[config.mk]
export PLATFORM = sky130hd
export DESIGN_NAME = srms_mul
export DESIGN_NICKNAME = d
export VERILOG_FILES = /design/src/srms_mul.sv
export SDC_FILE = /design/constraint.sdc
export NUM_CORES = 2
export LEC_CHECK = 0
export ABC_CLOCK_PERIOD_IN_PS = 8500
export BUFFER_PORTS_ARGS = -buffer_cell sky130_fd_sc_hd__buf_4
export CAP_MARGIN = 40
export CORE_AREA = 2 2 304 306
export DETAILED_ROUTE_END_ITERATION = 6
export DIE_AREA = 0 0 306 308
export PLACE_DENSITY_LB_ADDON = 0.25
export SYNTH_ARGS = -nofsm -noshare
export SYNTH_HDL_FRONTEND = slang
export SYNTH_SLANG_ARGS = --single-unit
[constraint.sdc]
create_clock -name clk -period 8.5 [get_ports clk]
set_clock_uncertainty 0.15 [all_clocks]
set_input_delay 1.7 -clock clk [delete_from_list [all_inputs] [get_ports clk]]
set_output_delay 1.7 -clock clk [all_outputs]
set_load 0.01 [all_outputs]
[src/srms_mul.sv]
// ----------------------------------------------------------------------------
// srms_mul
// Shared signed 33x33 multiplier with a registered product.
// ----------------------------------------------------------------------------
`default_nettype none

module srms_mul (
  input  wire logic               clk,
  input  wire logic signed [32:0] a,
  input  wire logic signed [32:0] b,
  output logic signed      [65:0] p
);

  // one product per cycle
  always_ff @(posedge clk) begin
    p <= a * b;
  end

endmodule

`default_nettype wire

==> flow_summary.toml <==
[run_status]
outcome = "complete, no violations"

[worst_hold_path]
worstHoldEndpoint = "p[0]"
hold_depth = 3
min_path_type = "primary input to flip-flop"
hold_start = "b[0]"

[timing]
setup_ws_ns = 0.0879
maxSlewHeadroom_pct = 69.0
rsz0062_at_grt = "true"
setup_viol = 0
tightest_slew_ns = 0.460
fin_crit_ns = 8.41
max_freq_mhz = 119
hold_viol = 0
period_share_pct = 99.0
drv_slew = 0

[global_route]
grt_pass1_wl_um = 179000
grt_max_degree = 29
grtUsageTotal_pct = 24.9
antenna_found_initial = 0
overflow = 0
grt_pass1_vias = 32600

[final_layout]
fillCellCount = 8311
drive_above_1_share_pct = 17.6
final-seq-area_um2 = 1320
multi_input_comb_area_um2 = 35100
finish.net_count = 6189
synthToLayoutAreaGrowth_pct = 17.9
reg.largest.list = "p (66)"
largest_register_ffs = 66
num_antenna_cells = 0
largest_register = "p"

[floorplan]
io_pins = 133
std_cell_rows = 111
start_util_pct = 44.8
die-height_um = 308
coreArea_um2 = 91000
dieArea_um2 = 94200
fp.dieW_um = 306

[placement]
dp_slack_ns = -0.727
hpwl_um = 98800
io_buffers = 132
gp_congestion = 0.897

[synth]
yosysWarnings = 0
async_flop_share_pct = 0
syn-instance-count = 4338
syn_area_um2 = 40700
synth_seq_cells = 66
synthDistinctLibCells = 80
syn_area_per_cell_um2 = 9.39
synth_flop_cell = "dfxtp_1"
ys_seq_area_share_pct = 3.24
synth_edf_count = 0
synth_fp_nets = 5767

[routing]
wire_per_inst_um = 18.7
via_count = 29400
drt-met1-wl_um = 42800
first_iter_violations = 1445
routed.top_layer = "met4"
wirelength_um = 111000
viasPerCell = 4.95
ant_nets = 0
route.detailed.drc = 0
wl_met3_um = 3570
wl_met2_um = 59100
dr.pass1.iters = 7

[clock_network]
root_buffer = "clkbuf_16"
clkSinkCount = 66
max-clock-path-buffers = 2
numCtsBuffers = 9
path_clk_slew_ns = 0.08
tritoncts = "built"
htree_levels = 3

[critical_path]
crit_required_ns = 8.70
path_max_fanout = 13
critical_path_class = "primary input to flip-flop"
end_kind = "flip-flop"
crit_arrival_ns = 8.61
cp-start-kind = "primary input"

[run]
drv_cap = 0
[how the worst max path moves through the flow]
stage | startpoint | cells after the start | to
after floorplan | a[32] | 22 | p[62]
after global placement | a[24] | 28 | p[53]
after detailed placement | b[3] | 27 | p[58]
after CTS | b[2] | 28 | p[53]
after global routing | a[21] | 27 | p[53]
final | a[18] | 26 | p[53]
[through the flow]
step           instance area (um^2)  instances  util, %  hold slack (ns)  setup TNS [ns]
6_report                      48000       5951     52.8             1.63               0
3_5_place_dp                  46100       5901     50.7             1.94          -15.82
4_1_cts                       46700       5921     51.3             1.67         -0.0268
3_3_place_gp                  46100       5901     50.7             1.94          -15.35
5_1_grt                       48000       5951     52.8             1.64          -0.541
2_1_floorplan                 40800       4338        -             1.68         -0.0393
[cell type report]
type | count | area share (%)
multi-input cells | 2920 | 73.2
repair buffers | 632 | 11.5
inverters | 1131 | 8.86
well taps | 1186 | 3.09
flip-flops and latches | 66 | 2.75
clock buffers | 13 | 0.563
clock inverters | 3 | 0.0964
[layer usage]
metal  vias to the layer above  global-route usage [%]
met5                         -                       0
met4                         0                    12.1
met3                       198                    2.51
met2                       630                    44.7
met1                     15400                    30.0
li1                      13200                       -
[logic make-up after synthesis]
family,count (synthesis),synth area share (%)
compound gates,219,4.07
simple gates,1271,15.8
fa+ha+maj,1362,62.9
buf+inv,1352,12.5
flops,66,3.24
xor+xnor,68,1.46
[cells in the mapped netlist, types with 7 or more instances]
master	instances	area, um^2
buf_2	11	55.1
dfxtp_1	66	1320
nand3_1	25	125
nand2_1	551	2070
and2_1	562	3520
o21ai_0	25	125
nand2b_1	12	75.1
xnor2_1	43	377
ha_1	217	2720
a21o_1	36	270
xor2_1	25	219
fa_1	1145	22900
a21oi_1	57	285
inv_1	1131	4250
clkbuf_1	208	781
o21bai_1	11	82.6
nor2_1	68	255
a31oi_1	8	50.1
nand4_1	11	68.8
a211oi_1	7	52.6
nor3_1	7	35.0
[critical path: stages]
cell and delay, ns:
buf_8 0.14, buf_4 0.15, and2_1 0.15, fa_1 0.56, fa_1 0.44, fa_1 0.51
inv_1 0.05, fa_1 0.60, inv_2 0.06, fa_1 0.56, fa_2 0.44, fa_1 0.50
inv_2 0.04, fa_2 0.52, inv_2 0.04, ha_4 0.21, buf_4 0.14, buf_4 0.15
nand3_1 0.07, a21oi_1 0.04, nand2b_1 0.17, a2111oi_4 0.38, a21oi_4 0.17, a2111o_1 0.45
a21oi_2 0.19, xnor2_1 0.14
[cells in the final DEF, fill, tap and decap left out, types with 10 or more instances in the layout]
cell type,synthesis,layout
clkbuf_16,0,10
buf_6,1,50
dfxtp_1,66,66
fa_2,0,38
buf_4,0,526
nand2b_1,12,11
and2_1,562,543
buf_8,0,21
nand3_1,25,21
a21oi_1,57,44
xnor2_1,43,42
ha_4,0,17
fa_1,1145,1107
xor2_1,25,25
inv_2,0,17
o21ai_0,25,19
nand2_1,551,544
and2_4,1,19
ha_1,217,196
nor2_1,68,61
a21o_1,36,36
o21ai_1,6,10
inv_1,1131,1112
nand4_1,11,11
buf_12,0,31
a21oi_2,3,12
[repair_timing]
| item | in CTS | in global routing |
|---|---|---|
| buffers inserted | 4 | 33 |
| hold buffers | 0 | 0 |
| gates cloned | 0 | 1 |
| endpoints found under the hold margin | 0 | 0 |
| endpoints found under the setup margin | 20 | 31 |
| pin swaps | 15 | 148 |
| gates resized for setup | 39 | 256 |
Power is not shown: default switching activity piles up to over one toggle a cycle in this logic, so the estimate is an artifact.
