`config.mk`:
```
export PLATFORM = sky130hd
export DESIGN_NAME = srms_ram
export DESIGN_NICKNAME = d
export VERILOG_FILES = /design/src/srms_ram.sv
export SDC_FILE = /design/constraint.sdc
export NUM_CORES = 1
export LEC_CHECK = 0
export ABC_CLOCK_PERIOD_IN_PS = 3200
export BUFFER_PORTS_ARGS = -buffer_cell sky130_fd_sc_hd__buf_2
export CELL_PAD_IN_SITES_DETAIL_PLACEMENT = 2
export CELL_PAD_IN_SITES_GLOBAL_PLACEMENT = 2
export CORE_MARGIN = 8
export CORE_UTILIZATION = 30
export CTS_CLUSTER_DIAMETER = 30
export DETAILED_ROUTE_END_ITERATION = 8
export PLACE_DENSITY_LB_ADDON = 0.1
export RECOVER_POWER = 50
export SYNTH_ARGS = -nofsm -noshare
export SYNTH_HDL_FRONTEND = slang
export SYNTH_SLANG_ARGS = --single-unit
export TNS_END_PERCENT = 30
```
`constraint.sdc`:
```
create_clock -name clk -period 3.2 [get_ports clk]
set_clock_uncertainty 0.15 [all_clocks]
set_input_delay 0.16 -clock clk [delete_from_list [all_inputs] [get_ports clk]]
set_output_delay 0.16 -clock clk [all_outputs]
set_load 0.005 [all_outputs]
```
`src/srms_ram.sv`:
```
// ----------------------------------------------------------------------------
// srms_ram
// Generic single-write, single-read RAM with registered read data.
// ----------------------------------------------------------------------------
`default_nettype none

module srms_ram #(
  parameter int WIDTH = 32,
  parameter int DEPTH = 16
) (
  input  wire logic                     clk,
  input  wire logic                     we,
  input  wire logic [$clog2(DEPTH)-1:0] waddr,
  input  wire logic [WIDTH-1:0]         wdata,
  input  wire logic [$clog2(DEPTH)-1:0] raddr,
  output logic      [WIDTH-1:0]         rdata
);

  logic [WIDTH-1:0] mem [DEPTH];

  // write port and registered read port
  always_ff @(posedge clk) begin
    if (we) begin
      mem[waddr] <= wdata;
    end
    rdata <= mem[raddr];
  end

endmodule

`default_nettype wire

```
==> results of run 1 <==
==> metrics by stage <==
step,utilization,hold slack (ns),cell area [sq um]
2_1_floorplan,-,0.109,19900
3_3_place_gp,0.331,0.391,21700
3_5_place_dp,0.331,0.393,21700
4_1_cts,0.407,0.00429,26700
5_1_grt,0.406,0.0440,26600
6_report,0.406,0.0513,26600
==> critical path: stages <==
cell and delay (ns):
dlygate4sd3_1 0.53, clkbuf_1 0.12, or3b_2 0.57, dlygate4sd3_1 0.68
nor2_4 0.21, buf_4 0.39
==> worst min path at each step <==
stage              start           to  slack [ns]  depth (start not counted)
2_1_floorplan   wdata[0]    mem[0][0]        0.11                          0
3_3_place_gp   rdata[28]    rdata[28]        0.39                          1
3_5_place_dp    rdata[0]     rdata[0]        0.39                          1
4_1_cts         waddr[1]  mem[12][29]       0.004                          3
5_1_grt         waddr[1]  mem[12][29]        0.04                          3
6_report        waddr[1]  mem[12][29]        0.05                          3
==> placed cells by master, fill, tap and decap left out, types with 2 or more instances in the layout <==
cell           count
nor2_4            13
dlygate4sd3_1     41
clkinvlp_4         6
clkinv_4           5
buf_12            14
clkinv_1          21
nand2_1           33
inv_6              6
bufinv_16         19
a22oi_1           64
nand2b_1           2
mux4_2           128
clkinv_2          17
dfxtp_1           32
nand3b_1           2
clkbuf_1          75
clkbuf_8           6
clkbuf_16        140
nor3_2             3
buf_2             19
nor2b_4            2
buf_4             25
clkinv_8           3
edfxtp_1         512
==> registers in the layout, indices dropped and copies added, names as in the netlist <==
signal,count
rdata,32
mem,512
==> final cells by class <==
type                    instances  area share
clock inverters                77      0.0347
well taps                     864      0.0406
flip-flops and latches        544       0.601
clock buffers                 168       0.138
multi-input cells             251       0.141
repair buffers                154      0.0450
==> per-layer routing <==
layer,routed length (um),vias up
li1,-,4149
met2,24400,217
met4,1050,0
met3,2500,81
met5,0,-
met1,24700,5308
==> kinds of logic after synthesis <==
family	after synthesis	synth area share
flip-flops	544	0.807
AND/OR/NAND/NOR	59	0.0127
multiplexers	128	0.145
buffers and inverters	43	0.0112
AO/OA/AOI/OAI	64	0.0242
==> power groups by stage <==
stage	clock network, mW	logic (mW)	registers, mW
after floorplan	0	0.383	8.16
after global routing	14.3	0.841	8.06
after global placement	0	0.756	8.17
final	13.6	0.765	8.05
after detailed placement	0	0.766	8.17
after CTS	13.9	0.809	8.06
==> synth_stat cells, drive strengths merged <==
library cell and instances:
nand2b 2, clkbuf 17, a22oi 64, dfxtp 32, mux4 128, nor2 13
or3b 1, nor3 4, nand2 33, nand3b 2, nand3 1, and2 1
buf 26, nor2b 2, edfxtp 512
==> what timing repair did <==
item / 4_1_cts / 5_1_grt
buffers inserted: 0 / 0
hold buffers: 41 / 0
hold endpoints to repair: 530 / 0
==> metrics, run 1 <==
status finished clean; drt drc 0; Syn Area/Cell 23.7 sq um; post-synthesis cell count 838; Clk pwr share 0.606; CTS tree yes; sequential power share 0.359; peak supply drop 0.000452 V; CTS clk-pin slew, worst paths 0.04 ns; Worst Slack Setup Final 0.677 ns; Root Buffer clkbuf_16; setup TNS 0 ns; switching share of power 0.202; Initial DRC Count 424; Core ar. 65600 sq um; combinational power share 0.034; htree depth 4; max cap viols 0; post-layout power 22.4 mW; flops & latches, synth 544; Initial Util 0.303; cell-internal power 17.9 mW; pin count of the biggest net entering global routing 44; Synth area leaders edfxtp_1 (77%), mux4_2 (15%), dfxtp_1 (3.2%), a22oi_1 (2.4%), nand2_1 (0.62%); P_leak 8.84 nW; Vias/cell 4.74; DR pass1 iterations 5; worst r2r dst rdata[3]; post-CTS sizing 0; vias in the first global route 11342; synth unique cells 18; Critical Path RT 3.37 ns; Final Max Slew Viols 0; NumNets Final 1129; Max transition margin 0.327; Fin. Hold Viols 0; critical path endpoint mem[3][11]; met1 Use GR 0.197; Pwr per Cell Area 841 nW/um^2; CP Class primary input to flop; final worst-path cycle share 0.788; Remaining Overflow, GRT 0; die area 74700 sq um; clock buffer depth 3; synthesized area 19900 sq um; I/O Buffers 73; Clk Latency, worst-skew pair 0.68 ns; post-route ant nets 0; met3 GRT Util 0.0406; measured slew at the worst slew-check pin 1.01 ns; Synth Net Count 880; overall routing resource usage 0.145; total wire length 52600 um; post-DP HPWL 28600 um; biggest area consumer among synthesized cells edfxtp_1; R2R Setup Slk 1.26 ns; via count 9755; io pins 74; first-pass GRT wire length 78400 um; antenna violations before repair 0; Hold Path Class primary input to flop; Crit Reg-Reg Startpoint mem[2][3]; CP max FO 19; Final min period 2.52 ns; Yosys warning total 0; GP Congestion 0.669; die width 273 um; Psw 4.53 mW; global route hottest layer met2; DIE HEIGHT 273 um; Yosys top cell area share 0.774; Finished Layout Cells 2058; met2 GRT Util 0.220; register area share after synthesis 0.807; CTS sink count 544; RSZ-0062 raised after global routing false; final setup vio count 0; multi-input logic area 3760 sq um; Worst R2R Path Depth 4; Routed WL per cell 25.5 um; # fillers 6075; Worst Setup Start Kind primary input; Num CTS Buffers 136; layout cells sized above 1 0.344; Layout area overhead 34.2%; kind of end point of the critical path flop; row count 94; maximum clock frequency 396 MHz; WP data arrival 2.70 ns; placed cells 1772; Reg area 16000 sq um; # diodes 0; pre-CTS setup slack 0.979 ns; CP Launch Point waddr[3]
(Power assumes the default switching activity.)
==> run 2: changes to the inputs <==
--- a/config.mk
+++ b/config.mk
@@ -5,7 +5,7 @@
 export SDC_FILE = /design/constraint.sdc
 export NUM_CORES = 1
 export LEC_CHECK = 0
-export ABC_CLOCK_PERIOD_IN_PS = 3200
+export ABC_CLOCK_PERIOD_IN_PS = 2200
 export BUFFER_PORTS_ARGS = -buffer_cell sky130_fd_sc_hd__buf_2
 export CELL_PAD_IN_SITES_DETAIL_PLACEMENT = 2
 export CELL_PAD_IN_SITES_GLOBAL_PLACEMENT = 2
==> constraint.sdc (replaced) <==
create_clock -name clk -period 2.2 [get_ports clk]
set_clock_uncertainty 0.15 [all_clocks]
set_input_delay 0.11 -clock clk [delete_from_list [all_inputs] [get_ports clk]]
set_output_delay 0.11 -clock clk [all_outputs]
set_load 0.005 [all_outputs]
==> run 2 against run 1 <==
Compared with the run above: die area unchanged; setup slack got worse by 0.46 ns; critical path depth decreased by 2; clock-buffer cell count increased by 5; register-to-register slack got worse by 0.95 ns; sequential share of layout area decreased by 0.65 points; via count decreased by 0.28%; wire length increased by 3.8%; global-route usage increased by 0.48 points; largest power group unchanged.
==> metrics, run 2 (synthesis results as in run 1) <==
status finished clean (unchanged); commonest non-fill, non-tap cell in the layout edfxtp_1 (unchanged); final setup vio count 0 (unchanged); Layout area overhead 35.7% (was 34.2%); vias in the first global route 11459 (was 11342); peak supply drop 0.000594 V (was 0.000452 V); Fin. Hold Viols 0 (unchanged); measured slew at the worst slew-check pin 1.27 ns (was 1.01 ns); antenna violations before repair 1 (was 0); layout cells sized above 1 0.372 (was 0.344); Worst Slack Setup Final 0.213 ns (was 0.677 ns); Clk Latency, worst-skew pair 0.67 ns (was 0.68 ns); Worst Setup Start Kind primary input (unchanged); Initial Util 0.303 (unchanged); post-layout power 32.9 mW (was 22.4 mW); Max transition margin 0.153 (was 0.327); total wire length 54500 um (was 52600 um); register bank with the most flops mem (unchanged); CP max FO 32 (was 19); final core occ 0.410 (was 0.406); biggest regs mem (512), rdata (32) (unchanged); Vias/cell 4.72 (was 4.74); worst r2r dst rdata[12] (was rdata[3]); # diodes 0 (unchanged); Initial DRC Count 517 (was 424); hold slack 0.0863 ns (was 0.0513 ns); clock buffer depth 3 (unchanged); placed cells 1777 (was 1772); Pwr per Cell Area 1220 nW/um^2 (was 841 nW/um^2); via count 9728 (was 9755); Finished Layout Cells 2059 (was 2058); R2R Setup Slk 0.31 ns (was 1.26 ns); NumNets Final 1130 (was 1129); final worst-path cycle share 0.903; most frequent cells in the layout edfxtp_1 (512), clkbuf_16 (141), mux4_2 (128) (was edfxtp_1 (512), clkbuf_16 (140), mux4_2 (128)); setup TNS 0 ns (unchanged); Remaining Overflow, GRT 0 (unchanged); multi-input logic area 3770 sq um (was 3760 sq um); Hold Path Class primary input to flop (unchanged); row count 94 (unchanged); io pins 74 (unchanged); DR pass1 iterations 4 (was 5); hold endpoint mem[6][24] (was mem[12][29]); P_leak 9.00 nW (was 8.84 nW); RSZ-0062 raised after global routing false (unchanged); # fillers 6016 (was 6075); max cap viols 0 (unchanged); Crit Reg-Reg Startpoint mem[4][12] (was mem[2][3]); Reg area 16000 sq um (unchanged); Core ar. 65600 sq um (unchanged); Root Buffer clkbuf_16 (unchanged); Num CTS Buffers 133 (was 136); overall routing resource usage 0.150 (was 0.145); post-route ant nets 0 (unchanged); max FFs per register 512 (unchanged); pre-CTS setup slack 0.344 ns (was 0.979 ns); CTS tree yes (unchanged); first-pass GRT wire length 80000 um (was 78400 um); htree depth 4 (unchanged); Critical Path RT 2.31 ns (was 3.37 ns); Post-DP Area 22000 sq um (was 21700 sq um); Worst R2R Path Depth 4 (unchanged); Final min period 1.99 ns; Final Max Slew Viols 0 (unchanged); maximum clock frequency 503 MHz; Post CTS Setup Buffer Count 0 (unchanged); hold path startpoint waddr[2] (was waddr[1]); kind of end point of the critical path flop (unchanged); pin count of the biggest net entering global routing 33 (was 44); die area 74700 sq um (unchanged); design area 26900 sq um (was 26600 sq um); Routed WL per cell 26.5 um (was 25.5 um); GP Congestion 0.635 (was 0.669); post-DP HPWL 27000 um (was 28600 um); WP data arrival 2.10 ns (was 2.70 ns); DIE HEIGHT 273 um (unchanged); drt drc 0 (unchanged); die width 273 um (unchanged); I/O Buffers 73 (unchanged); CTS clk-pin slew, worst paths 0.04 ns (about the same); CP Class primary input to flop (unchanged); CTS sink count 544 (unchanged); hold path depth 3 (unchanged)
==> run 2: worst max-delay path by stage <==
stage	startpoint	end	slack, ns	cells past startpoint
detailed placement	waddr[2]	mem[0][2]	0.34	4
global placement	raddr[0]	rdata[0]	0.35	5
CTS	mem[4][12]	rdata[12]	0.30	4
finish	waddr[1]	mem[0][0]	0.21	4
global route	waddr[1]	mem[0][3]	0.13	4
floorplan	waddr[2]	mem[1][0]	-0.39	2
==> run 2: layout make-up <==
type / instances / share of cell area
clock buffer: 173 / 0.140
clock inverter: 69 / 0.0324
multi-input combinational: 251 / 0.140
sequential: 544 / 0.595
tap: 864 / 0.0401
timing repair buffer: 158 / 0.0525
==> run 2: layer usage <==
metal | vias up | part of all wire | track usage
li1 | 4147 | - | -
met5 | - | 0.00024 | 0
met4 | 2 | 0.021 | 0.0544
met3 | 92 | 0.037 | 0.0372
met1 | 5282 | 0.42 | 0.182
met2 | 205 | 0.52 | 0.256
==> run 2: worst max-delay path, stage by stage <==
cell and delay, ns:
dlygate4sd3_1 0.55, clkbuf_2 0.23, nor3_4 0.22, clkbuf_2 0.97
==> run 2: where the power goes <==
group / internal (mW) / total [mW] / switching [mW]
registers: 11.6 / 11.7 / 0.0848
clock network: 14.3 / 20.0 / 5.74
logic: 0.505 / 1.16 / 0.653
total: 26.4 / 32.9 / 6.48
==> run 2: what timing repair did <==
| item | in CTS | in global routing |
|---|---|---|
| resized for setup | 0 | 0 |
| hold endpoints to repair | 574 | 0 |
| hold buffers | 40 | 0 |
