`config.mk`:
```
export PLATFORM = sky130hd
export DESIGN_NAME = srms_root
export DESIGN_NICKNAME = d
export VERILOG_FILES = /design/src/srms_pkg.sv /design/src/srms_root.sv
export SDC_FILE = /design/constraint.sdc
export NUM_CORES = 1
export LEC_CHECK = 0
export ABC_AREA = 1
export BUFFER_PORTS_ARGS = -buffer_cell sky130_fd_sc_hd__buf_2
export CAP_MARGIN = 10
export CORE_MARGIN = 2
export CORE_UTILIZATION = 54
export CTS_CLUSTER_DIAMETER = 40
export CTS_CLUSTER_SIZE = 20
export DETAILED_ROUTE_END_ITERATION = 10
export GPL_TIMING_DRIVEN = 0
export PLACE_DENSITY = 0.71
export SLEW_MARGIN = 20
export SYNTH_ARGS = -nofsm -noshare
export SYNTH_HDL_FRONTEND = slang
export SYNTH_SLANG_ARGS = --single-unit
```
`constraint.sdc`:
```
create_clock -name clk -period 15.9 [get_ports clk]
set_clock_uncertainty 0.15 [all_clocks]
set_input_delay 3.18 -clock clk [delete_from_list [all_inputs] [get_ports clk]]
set_output_delay 3.18 -clock clk [all_outputs]
set_load 0.02 [all_outputs]
```
`src/srms_pkg.sv`:
```
// ----------------------------------------------------------------------------
// srms_pkg
// Shared types, codes and helpers of the strain-rate magnitude stencil.
// ----------------------------------------------------------------------------
`default_nettype none

package srms_pkg;

  // command codes
  localparam logic [2:0] CMD_VEL     = 3'd0;
  localparam logic [2:0] CMD_CSI     = 3'd1;
  localparam logic [2:0] CMD_ETA     = 3'd2;
  localparam logic [2:0] CMD_ZET     = 3'd3;
  localparam logic [2:0] CMD_JAC     = 3'd4;
  localparam logic [2:0] CMD_COMPUTE = 3'd5;

  // status codes
  localparam logic [1:0] ST_OK   = 2'd0;
  localparam logic [1:0] ST_EDGE = 2'd1;
  localparam logic [1:0] ST_SAT  = 2'd2;

  // configuration register indexes
  localparam int         CFG_IDX_W    = 2;
  localparam logic [1:0] REG_SIZE_X   = 2'd0;
  localparam logic [1:0] REG_SIZE_Y   = 2'd1;
  localparam logic [1:0] REG_SIZE_Z   = 2'd2;
  localparam logic [1:0] REG_INV_RE   = 2'd3;

  // width holding any grid extent up to 256
  localparam int DIM_W = 9;
  // width of the saturation input and of the invariant accumulator
  localparam int SAT_W = 52;
  // width of the non-negative invariant handed to the root unit
  localparam int INV_W = 51;
  // mask values above this are solid
  localparam logic [2:0] MASK_FLUID_MAX = 3'd2;

  typedef struct packed {
    logic        [2:0]  cmd;
    logic        [3:0]  cell_x;
    logic        [3:0]  cell_y;
    logic        [3:0]  cell_z;
    logic signed [31:0] value_x;
    logic signed [31:0] value_y;
    logic signed [31:0] value_z;
    logic        [2:0]  solid_mask;
  } in_item_t;

  typedef struct packed {
    logic [31:0] strain_magnitude;
    logic [1:0]  status;
  } out_item_t;

  typedef struct packed {
    logic               ovf;
    logic signed [31:0] val;
  } sat_t;

  // root unit request and response
  typedef struct packed {
    logic             start;
    logic [INV_W-1:0] value;
  } root_req_t;

  typedef struct packed {
    logic        done;
    logic        big;
    logic [31:0] mag;
  } root_rsp_t;

  // clamp to the signed 32-bit range
  function automatic sat_t sat32(input logic signed [SAT_W-1:0] v);
    sat_t r;
    logic hi_ones;
    logic hi_zeros;
    hi_ones  = &v[SAT_W-1:31];
    hi_zeros = ~|v[SAT_W-1:31];
    r.ovf = !(hi_ones || hi_zeros);
    if (r.ovf) begin
      r.val = v[SAT_W-1] ? 32'sh8000_0000 : 32'sh7FFF_FFFF;
    end else begin
      r.val = v[31:0];
    end
    return r;
  endfunction

  // size register to extent in use
  function automatic logic [DIM_W-1:0] clamp_size(input logic [4:0] v,
                                                  input logic [DIM_W-1:0] lim);
    logic [DIM_W-1:0] e;
    e = DIM_W'(v);
    if (e < DIM_W'(3)) return DIM_W'(3);
    if (e > lim) return lim;
    return e;
  endfunction

  // flat index of a 3x3 element
  function automatic logic [3:0] idx3(input logic [1:0] a, input logic [1:0] b);
    return {1'b0, a, 1'b0} + {2'b00, a} + {2'b00, b};
  endfunction

endpackage

`default_nettype wire

```
`src/srms_root.sv`:
```
// ----------------------------------------------------------------------------
// srms_root
// Divides the invariant by three, four bits a cycle, then takes the integer
// square root of the quotient in Q16.16, one result bit a cycle.
// ----------------------------------------------------------------------------
`default_nettype none

module srms_root (
  input  wire logic                clk,
  input  wire logic                rst,
  input  wire srms_pkg::root_req_t req,
  output srms_pkg::root_rsp_t      rsp
);

  localparam int DIV_W      = srms_pkg::INV_W + 1;
  localparam int DIV_STEPS  = DIV_W / 4;
  localparam int SQRT_STEPS = 32;

  typedef enum logic [3:0] {
    R_IDLE = 4'b0001,
    R_DIV  = 4'b0010,
    R_SQRT = 4'b0100,
    R_DONE = 4'b1000
  } root_state_t;

  root_state_t       state;
  logic [4:0]        cnt;
  logic [DIV_W-1:0]  w;
  logic [1:0]        r;
  logic [63:0]       rad;
  logic [33:0]       rem;
  logic [31:0]       root;
  logic              big;

  logic [DIV_W-1:0]  w_next;
  logic [1:0]        r_next;
  logic [33:0]       rem_next;
  logic [31:0]       root_next;

  // four restoring steps of division by three
  always_comb begin
    logic [2:0] t;
    w_next = w;
    r_next = r;
    for (int i = 0; i < 4; i++) begin
      t      = {r_next, w_next[DIV_W-1]};
      w_next = {w_next[DIV_W-2:0], (t >= 3'd3)};
      r_next = (t >= 3'd3) ? 2'(t - 3'd3) : t[1:0];
    end
  end

  // one digit of the square root
  always_comb begin
    logic [35:0] rem_t;
    logic [35:0] trial;
    rem_t = {rem, rad[63:62]};
    trial = {2'b00, root, 2'b01};
    if (rem_t >= trial) begin
      rem_next  = 34'(rem_t - trial);
      root_next = {root[30:0], 1'b1};
    end else begin
      rem_next  = rem_t[33:0];
      root_next = {root[30:0], 1'b0};
    end
  end

  // sequencer
  always_ff @(posedge clk) begin
    if (rst) begin
      state <= R_IDLE;
      cnt   <= '0;
    end else begin
      unique case (state)
        R_IDLE: begin
          if (req.start) begin
            w     <= {1'b0, req.value};
            r     <= '0;
            cnt   <= '0;
            state <= R_DIV;
          end
        end
        R_DIV: begin
          w   <= w_next;
          r   <= r_next;
          cnt <= cnt + 5'd1;
          if (cnt == 5'(DIV_STEPS - 1)) begin
            cnt <= '0;
            if (|w_next[DIV_W-1:48]) begin
              big   <= 1'b1;
              state <= R_DONE;
            end else begin
              big   <= 1'b0;
              rad   <= {w_next[47:0], 16'h0000};
              rem   <= '0;
              root  <= '0;
              state <= R_SQRT;
            end
          end
        end
        R_SQRT: begin
          rad  <= {rad[61:0], 2'b00};
          rem  <= rem_next;
          root <= root_next;
          cnt  <= cnt + 5'd1;
          if (cnt == 5'(SQRT_STEPS - 1)) begin
            state <= R_DONE;
          end
        end
        R_DONE: begin
          state <= R_IDLE;
        end
        default: begin
          state <= R_IDLE;
        end
      endcase
    end
  end

  assign rsp.done = (state == R_DONE);
  assign rsp.big  = big;
  assign rsp.mag  = root;

endmodule

`default_nettype wire

```
==> results of run 1 <==
==> critical path, stage by stage <==
cell,delay [ns]
buf_2,0.15
inv_1,0.12
o21ai_0,0.15
a21oi_4,0.56
buf_16,0.25
buf_16,0.19
==> per-stage QoR <==
step	setup WS, ns	instance area [um2]	util	total power [uW]	hold slack (ns)
floorplan	6.27	10300	-	628	0.301
global placement	3.63	11000	0.588	655	0.323
detailed placement	10.81	11200	0.598	660	0.338
CTS	11.25	11700	0.628	1060	0.348
global route	11.16	11700	0.628	1090	0.375
finish	11.26	11700	0.628	1050	0.343
==> Yosys cell counts (5+ instances only) <==
library cell | count | area [um2]
o21ai_0 | 45 | 225
ha_1 | 41 | 513
edfxtp_1 | 169 | 5070
nand2_1 | 469 | 1760
clkbuf_1 | 21 | 78.8
nand3b_1 | 9 | 67.6
a21o_1 | 5 | 37.5
buf_4 | 32 | 240
nor2_1 | 143 | 537
xor2_1 | 19 | 166
nor2_2 | 23 | 144
nand4_1 | 9 | 56.3
buf_6 | 6 | 67.6
a21oi_1 | 53 | 265
inv_1 | 100 | 375
dfxtp_1 | 9 | 180
nand3_1 | 23 | 115
o21ai_1 | 12 | 60.1
==> power by group through the flow <==
stage / Combinational (uW) / Sequential [uW] / Clock (uW)
4_1_cts: 102 / 548 / 405
3_5_place_dp: 101 / 558 / 0
6_report: 101 / 548 / 400
2_1_floorplan: 69.2 / 558 / 0
3_3_place_gp: 92.2 / 563 / 0
5_1_grt: 116 / 550 / 423
==> sequential cells by signal, indices dropped and copies added, names as in the netlist <==
name,flops
big,1
cnt,5
r,2
rad,48
rem,34
root,32
state,4
w,52
==> logic make-up after synthesis <==
group,after synthesis,share of synthesized area
simple gates,693,0.276
flops,178,0.512
buf+inv,169,0.0785
compound gates,127,0.0665
fa+ha+maj,41,0.0500
xor+xnor,20,0.0171
==> layout make-up <==
| class | instances | area [um2] | area share |
|---|---|---|---|
| clock inverter | 15 | 129 | 0.0110 |
| clock buffer | 17 | 425 | 0.0362 |
| inverter | 103 | 389 | 0.0331 |
| buffer | 66 | 417 | 0.0355 |
| tap | 234 | 293 | 0.0249 |
| sequential | 178 | 5260 | 0.447 |
| multi-input combinational | 881 | 4230 | 0.360 |
| timing repair buffer | 96 | 606 | 0.0516 |
==> worst min-delay path by stage <==
stage	startpoint	endpoint	slack [ns]	cells past startpoint
global placement	cnt[4]$_SDFFE_PP0P_	cnt[4]$_SDFFE_PP0P_	0.32	2
finish	cnt[4]$_SDFFE_PP0P_	cnt[4]$_SDFFE_PP0P_	0.34	2
global route	cnt[4]$_SDFFE_PP0P_	cnt[4]$_SDFFE_PP0P_	0.37	2
detailed placement	cnt[4]$_SDFFE_PP0P_	cnt[4]$_SDFFE_PP0P_	0.34	2
CTS	cnt[4]$_SDFFE_PP0P_	cnt[4]$_SDFFE_PP0P_	0.35	2
floorplan	cnt[4]$_SDFFE_PP0P_	cnt[4]$_SDFFE_PP0P_	0.30	2
==> routing by layer <==
| layer | GRT usage | share of wire |
|---|---|---|
| met5 | 0 | 0 |
| met1 | 0.300 | 0.44 |
| met2 | 0.409 | 0.49 |
| met3 | 0.0304 | 0.040 |
| met4 | 0.0905 | 0.022 |
==> flow_summary.json, run 1 <==
{
  "crit_path_start_kind": "input pin",
  "p_seq_frac": 0.523,
  "hold_viol": 0,
  "place_hpwl_um": 17300,
  "die_h_um": 142,
  "synth.ff_latch_count": 178,
  "dp_cells": 1558,
  "num_io_pins": 88,
  "maxCapViolCount": 0,
  "core_um2": 18700,
  "outcome": "complete, no violations",
  "netlist_instances": 1228,
  "start_util": 0.549,
  "required_ns": 15.88,
  "fin_nets": 1438,
  "setup_viol": 0,
  "rsz0062_at_grt": "no",
  "dr.pass1.iters": 5,
  "clk_pin_slew_ns": 0.07,
  "p_sw_uw": 270,
  "hold_path.class": "reg2reg",
  "die_w_um": 142,
  "worstRegToRegCells": 20,
  "grt_usage": 0.235,
  "cts_hold_buf": 0,
  "dieArea_um2": 20100,
  "nFillCells": 1655,
  "crit_fanout": 24,
  "post_cts_buffers": 0,
  "combPwrFrac": 0.096,
  "r2r_end": "w[0]$_DFFE_PP_",
  "h-tree-depth": 4,
  "slew_headroom": 0.559,
  "cts_root_buffer": "clkbuf_16",
  "r2r_start": "w[51]$_SDFFCE_PN0P_",
  "synthArstFlopShare": 0,
  "slew_violations": 0,
  "grt_max_degree": 25,
  "antenna_cells": 0,
  "endpoint": "root[18]$_SDFFCE_PN0P_",
  "wl_per_cell_um": 14.3,
  "ys_types": 44,
  "drc": 0,
  "final_antenna_net_count": 0,
  "synth_edf_count": 169,
  "avgSynthCellArea_um2": 8.36,
  "p_sw_frac": 0.257,
  "numCtsBuffers": 17,
  "end_kind": "register",
  "area_growth_pct": 14.4,
  "yosysWarnings": 0,
  "io_buffer_count": 87,
  "finalSetupTns_ns": 0,
  "cts_tree": "built",
  "grt_pass1_wl_um": 37100,
  "ir_worst_vdd_v": 0.0000632,
  "ys_seq_area_frac": 0.512,
  "p_int_uw": 779,
  "cts.sinks": 178,
  "final_common_cell": "nand2_1",
  "vias": 8172,
  "tightest_slew_ns": 0.661,
  "reg2reg_slack_ns": 12.61,
  "antenna_found_initial": 0,
  "wl_um": 22800,
  "synthFlopType": "edfxtp_1",
  "synth_area_um2": 10300,
  "vias_per_cell": 5.14,
  "p_leak_uw": 0.00540,
  "finalCritPeriodShare": 0.292,
  "detail_route.iter0.violations": 514,
  "rows": 50,
  "period_needed_ns": 4.64,
  "place_congestion": 0.953,
  "post_cts_resized": 0,
  "layout_common_cells": "469 x nand2_1, 169 x edfxtp_1, 143 x nor2_1",
  "clk_latency_ns": 0.43,
  "fmax_mhz": 216,
  "clockBufferDepth": 2,
  "drive_gt1_frac": 0.152,
  "critPathArrivalTime_ns": 4.62,
  "p_clk_frac": 0.381,
  "grt_overflow": 0,
  "p_per_area_nw_per_um2": 89.3,
  "grt_pass1_vias": 7704,
  "crit_type": "in2reg",
  "final_cells": 1590,
  "synth_nets": 1323,
  "critPathLaunch": "rst"
}
Power figures use the tool's default switching activity.
==> run 2: changes to the inputs <==
--- a/config.mk
+++ b/config.mk
@@ -14,7 +14,7 @@
 export CTS_CLUSTER_SIZE = 20
 export DETAILED_ROUTE_END_ITERATION = 10
 export GPL_TIMING_DRIVEN = 0
-export PLACE_DENSITY = 0.71
+export PLACE_DENSITY = 0.74
 export SLEW_MARGIN = 20
 export SYNTH_ARGS = -nofsm -noshare
 export SYNTH_HDL_FRONTEND = slang
==> constraint.sdc (replaced) <==
create_clock -name clk -period 3.9 [get_ports clk]
set_clock_uncertainty 0.15 [all_clocks]
set_input_delay 0.78 -clock clk [delete_from_list [all_inputs] [get_ports clk]]
set_output_delay 0.78 -clock clk [all_outputs]
set_load 0.02 [all_outputs]
==> run 2 against run 1 <==
Sequential share of layout area is 0.27 points lower. Cell area is 0.60% higher. Worst hold slack gained 0.0061 ns. Critical path type is now reg2reg. Largest power group unchanged. Highest routed layer unchanged.
==> flow_summary.json, run 2 (synthesized netlist as in run 1, its figures left out) <==
{
  "outcome": "complete, no violations",
  "start_util": 0.549,
  "cts.sinks": 178,
  "vias": 8210,
  "period_needed_ns": 3.33,
  "core_um2": 18700,
  "required_ns": 3.95,
  "rsz0062_at_grt": "no",
  "ir_worst_vdd_v": 0.000340,
  "num_io_pins": 88,
  "crit_fanout": 6,
  "final_antenna_net_count": 0,
  "grt_pass1_vias": 8022,
  "place_hpwl_um": 17400,
  "cts_root_buffer": "clkbuf_16",
  "power_uw": 4420,
  "worstRegToRegCells": 20,
  "crit_path_start_kind": "register",
  "fmax_mhz": 300,
  "place_congestion": 0.939,
  "p_leak_uw": 0.00543,
  "maxCapViolCount": 0,
  "p_sw_frac": 0.261,
  "drive_gt1_frac": 0.154,
  "hold_depth": 2,
  "drc": 0,
  "setup_slack_ns": 0.568,
  "hold_path.class": "reg2reg",
  "io_buffer_count": 87,
  "slew_violations": 0,
  "final_cells": 1590,
  "area_growth_pct": 15.1,
  "combPwrFrac": 0.096,
  "wl_per_cell_um": 14.8,
  "dr.pass1.iters": 5,
  "post_cts_buffers": 0,
  "antenna_found_initial": 0,
  "cts_tree": "built",
  "largestRegisters": "w x52, rad x48, rem x34",
  "reg2reg_slack_ns": 0.57,
  "clockBufferDepth": 2,
  "critPathArrivalTime_ns": 3.38,
  "numCtsBuffers": 17,
  "fin_nets": 1438,
  "die_w_um": 142,
  "grt_max_degree": 25,
  "p_per_area_nw_per_um2": 374,
  "grt_overflow": 0,
  "antenna_cells": 0,
  "largest_register_ffs": 52,
  "finalCritPeriodShare": 0.854,
  "endpoint": "w[0]$_DFFE_PP_",
  "h-tree-depth": 4,
  "p_sw_uw": 1150,
  "regMostFlops": "w",
  "r2r_start": "w[51]$_SDFFCE_PN0P_",
  "p_int_uw": 3260,
  "r2r_end": "w[0]$_DFFE_PP_",
  "cts_hold_buf": 0,
  "dieArea_um2": 20100,
  "clk_latency_ns": 0.44,
  "final_common_cell": "nand2_1",
  "dp_worst_setup_slack_ns": 0.622,
  "grt_pass1_wl_um": 38600,
  "slew_headroom": 0.544,
  "tightest_slew_ns": 0.683,
  "dp_cells": 1558,
  "post_cts_resized": 0,
  "end_kind": "register",
  "layout_common_cells": "469 x nand2_1, 169 x edfxtp_1, 143 x nor2_1",
  "rows": 50,
  "whs_ns": 0.349,
  "grt_usage": 0.243,
  "p_clk_frac": 0.398,
  "setup_viol": 0,
  "critPathLaunch": "w[51]$_SDFFCE_PN0P_",
  "p_seq_frac": 0.506,
  "crit_type": "reg2reg",
  "wl_um": 23500,
  "die_h_um": 142,
  "detail_route.iter0.violations": 509,
  "hold_viol": 0,
  "clk_pin_slew_ns": 0.07,
  "vias_per_cell": 5.16
}
## run 2: cell types whose count changed in the layout (fill, tap and decap cells not counted)
cell / change
clkinv_1: -3
clkinv_4: -4
inv_8: -2
clkinv_8: +3
bufinv_16: +1
inv_6: +5
buf_16: +1
buf_6: -1
## run 2: worst min path at each step
stage | to | startpoint
after detailed placement | cnt[4]$_SDFFE_PP0P_ | cnt[4]$_SDFFE_PP0P_
final | cnt[4]$_SDFFE_PP0P_ | cnt[4]$_SDFFE_PP0P_
after global routing | cnt[4]$_SDFFE_PP0P_ | cnt[4]$_SDFFE_PP0P_
after CTS | cnt[4]$_SDFFE_PP0P_ | cnt[4]$_SDFFE_PP0P_
after global placement | cnt[4]$_SDFFE_PP0P_ | cnt[4]$_SDFFE_PP0P_
after floorplan | cnt[4]$_SDFFE_PP0P_ | cnt[4]$_SDFFE_PP0P_
## run 2: area by class of cell
type / count / area [um2]
Fill cell: 1601 / 6890
Inverter: 103 / 389
Buffer: 66 / 417
Sequential cell: 178 / 5260
Clock inverter: 15 / 183
Multi-Input combinational cell: 881 / 4230
Timing Repair Buffer: 96 / 622
Clock buffer: 17 / 425
Tap cell: 234 / 293
## run 2: through the flow
step | area, um2 | util | setup TNS [ns]
2_1_floorplan | 10300 | - | 0
3_3_place_gp | 11000 | 0.589 | -126.87
3_5_place_dp | 11200 | 0.599 | 0
4_1_cts | 11800 | 0.632 | 0
5_1_grt | 11800 | 0.632 | 0
6_report | 11800 | 0.632 | 0
## run 2: critical path, cell delays in order (launching register included)
cell	delay (ns)
edfxtp_1	0.45
ha_1	0.23
nor2_1	0.29
nand2_1	0.12
nand2_1	0.13
inv_1	0.08
ha_1	0.17
inv_1	0.10
nand2_1	0.09
nand2_1	0.07
nand2_1	0.09
ha_1	0.19
inv_1	0.10
nand2_1	0.10
nand2_1	0.07
nand2_1	0.08
ha_1	0.21
a21oi_1	0.19
nand2_1	0.08
nand2_1	0.06
nand2_1	0.05
## run 2: routing by layer
layer  up-vias  wire length (um)  global-route usage
met4         0               681              0.0921
met1      3756             10500               0.322
met3        49               859              0.0300
met5         -                 0                   0
met2       194             11400               0.411
li1       4211                 -                   -
## run 2: power by group through the flow
| stage | registers [uW] | clock network, uW | logic, uW |
|---|---|---|---|
| global route | 2240 | 1850 | 482 |
| finish | 2240 | 1760 | 422 |
| global placement | 2280 | 0 | 381 |
| floorplan | 2270 | 0 | 287 |
| detailed placement | 2280 | 0 | 416 |
| CTS | 2240 | 1770 | 423 |
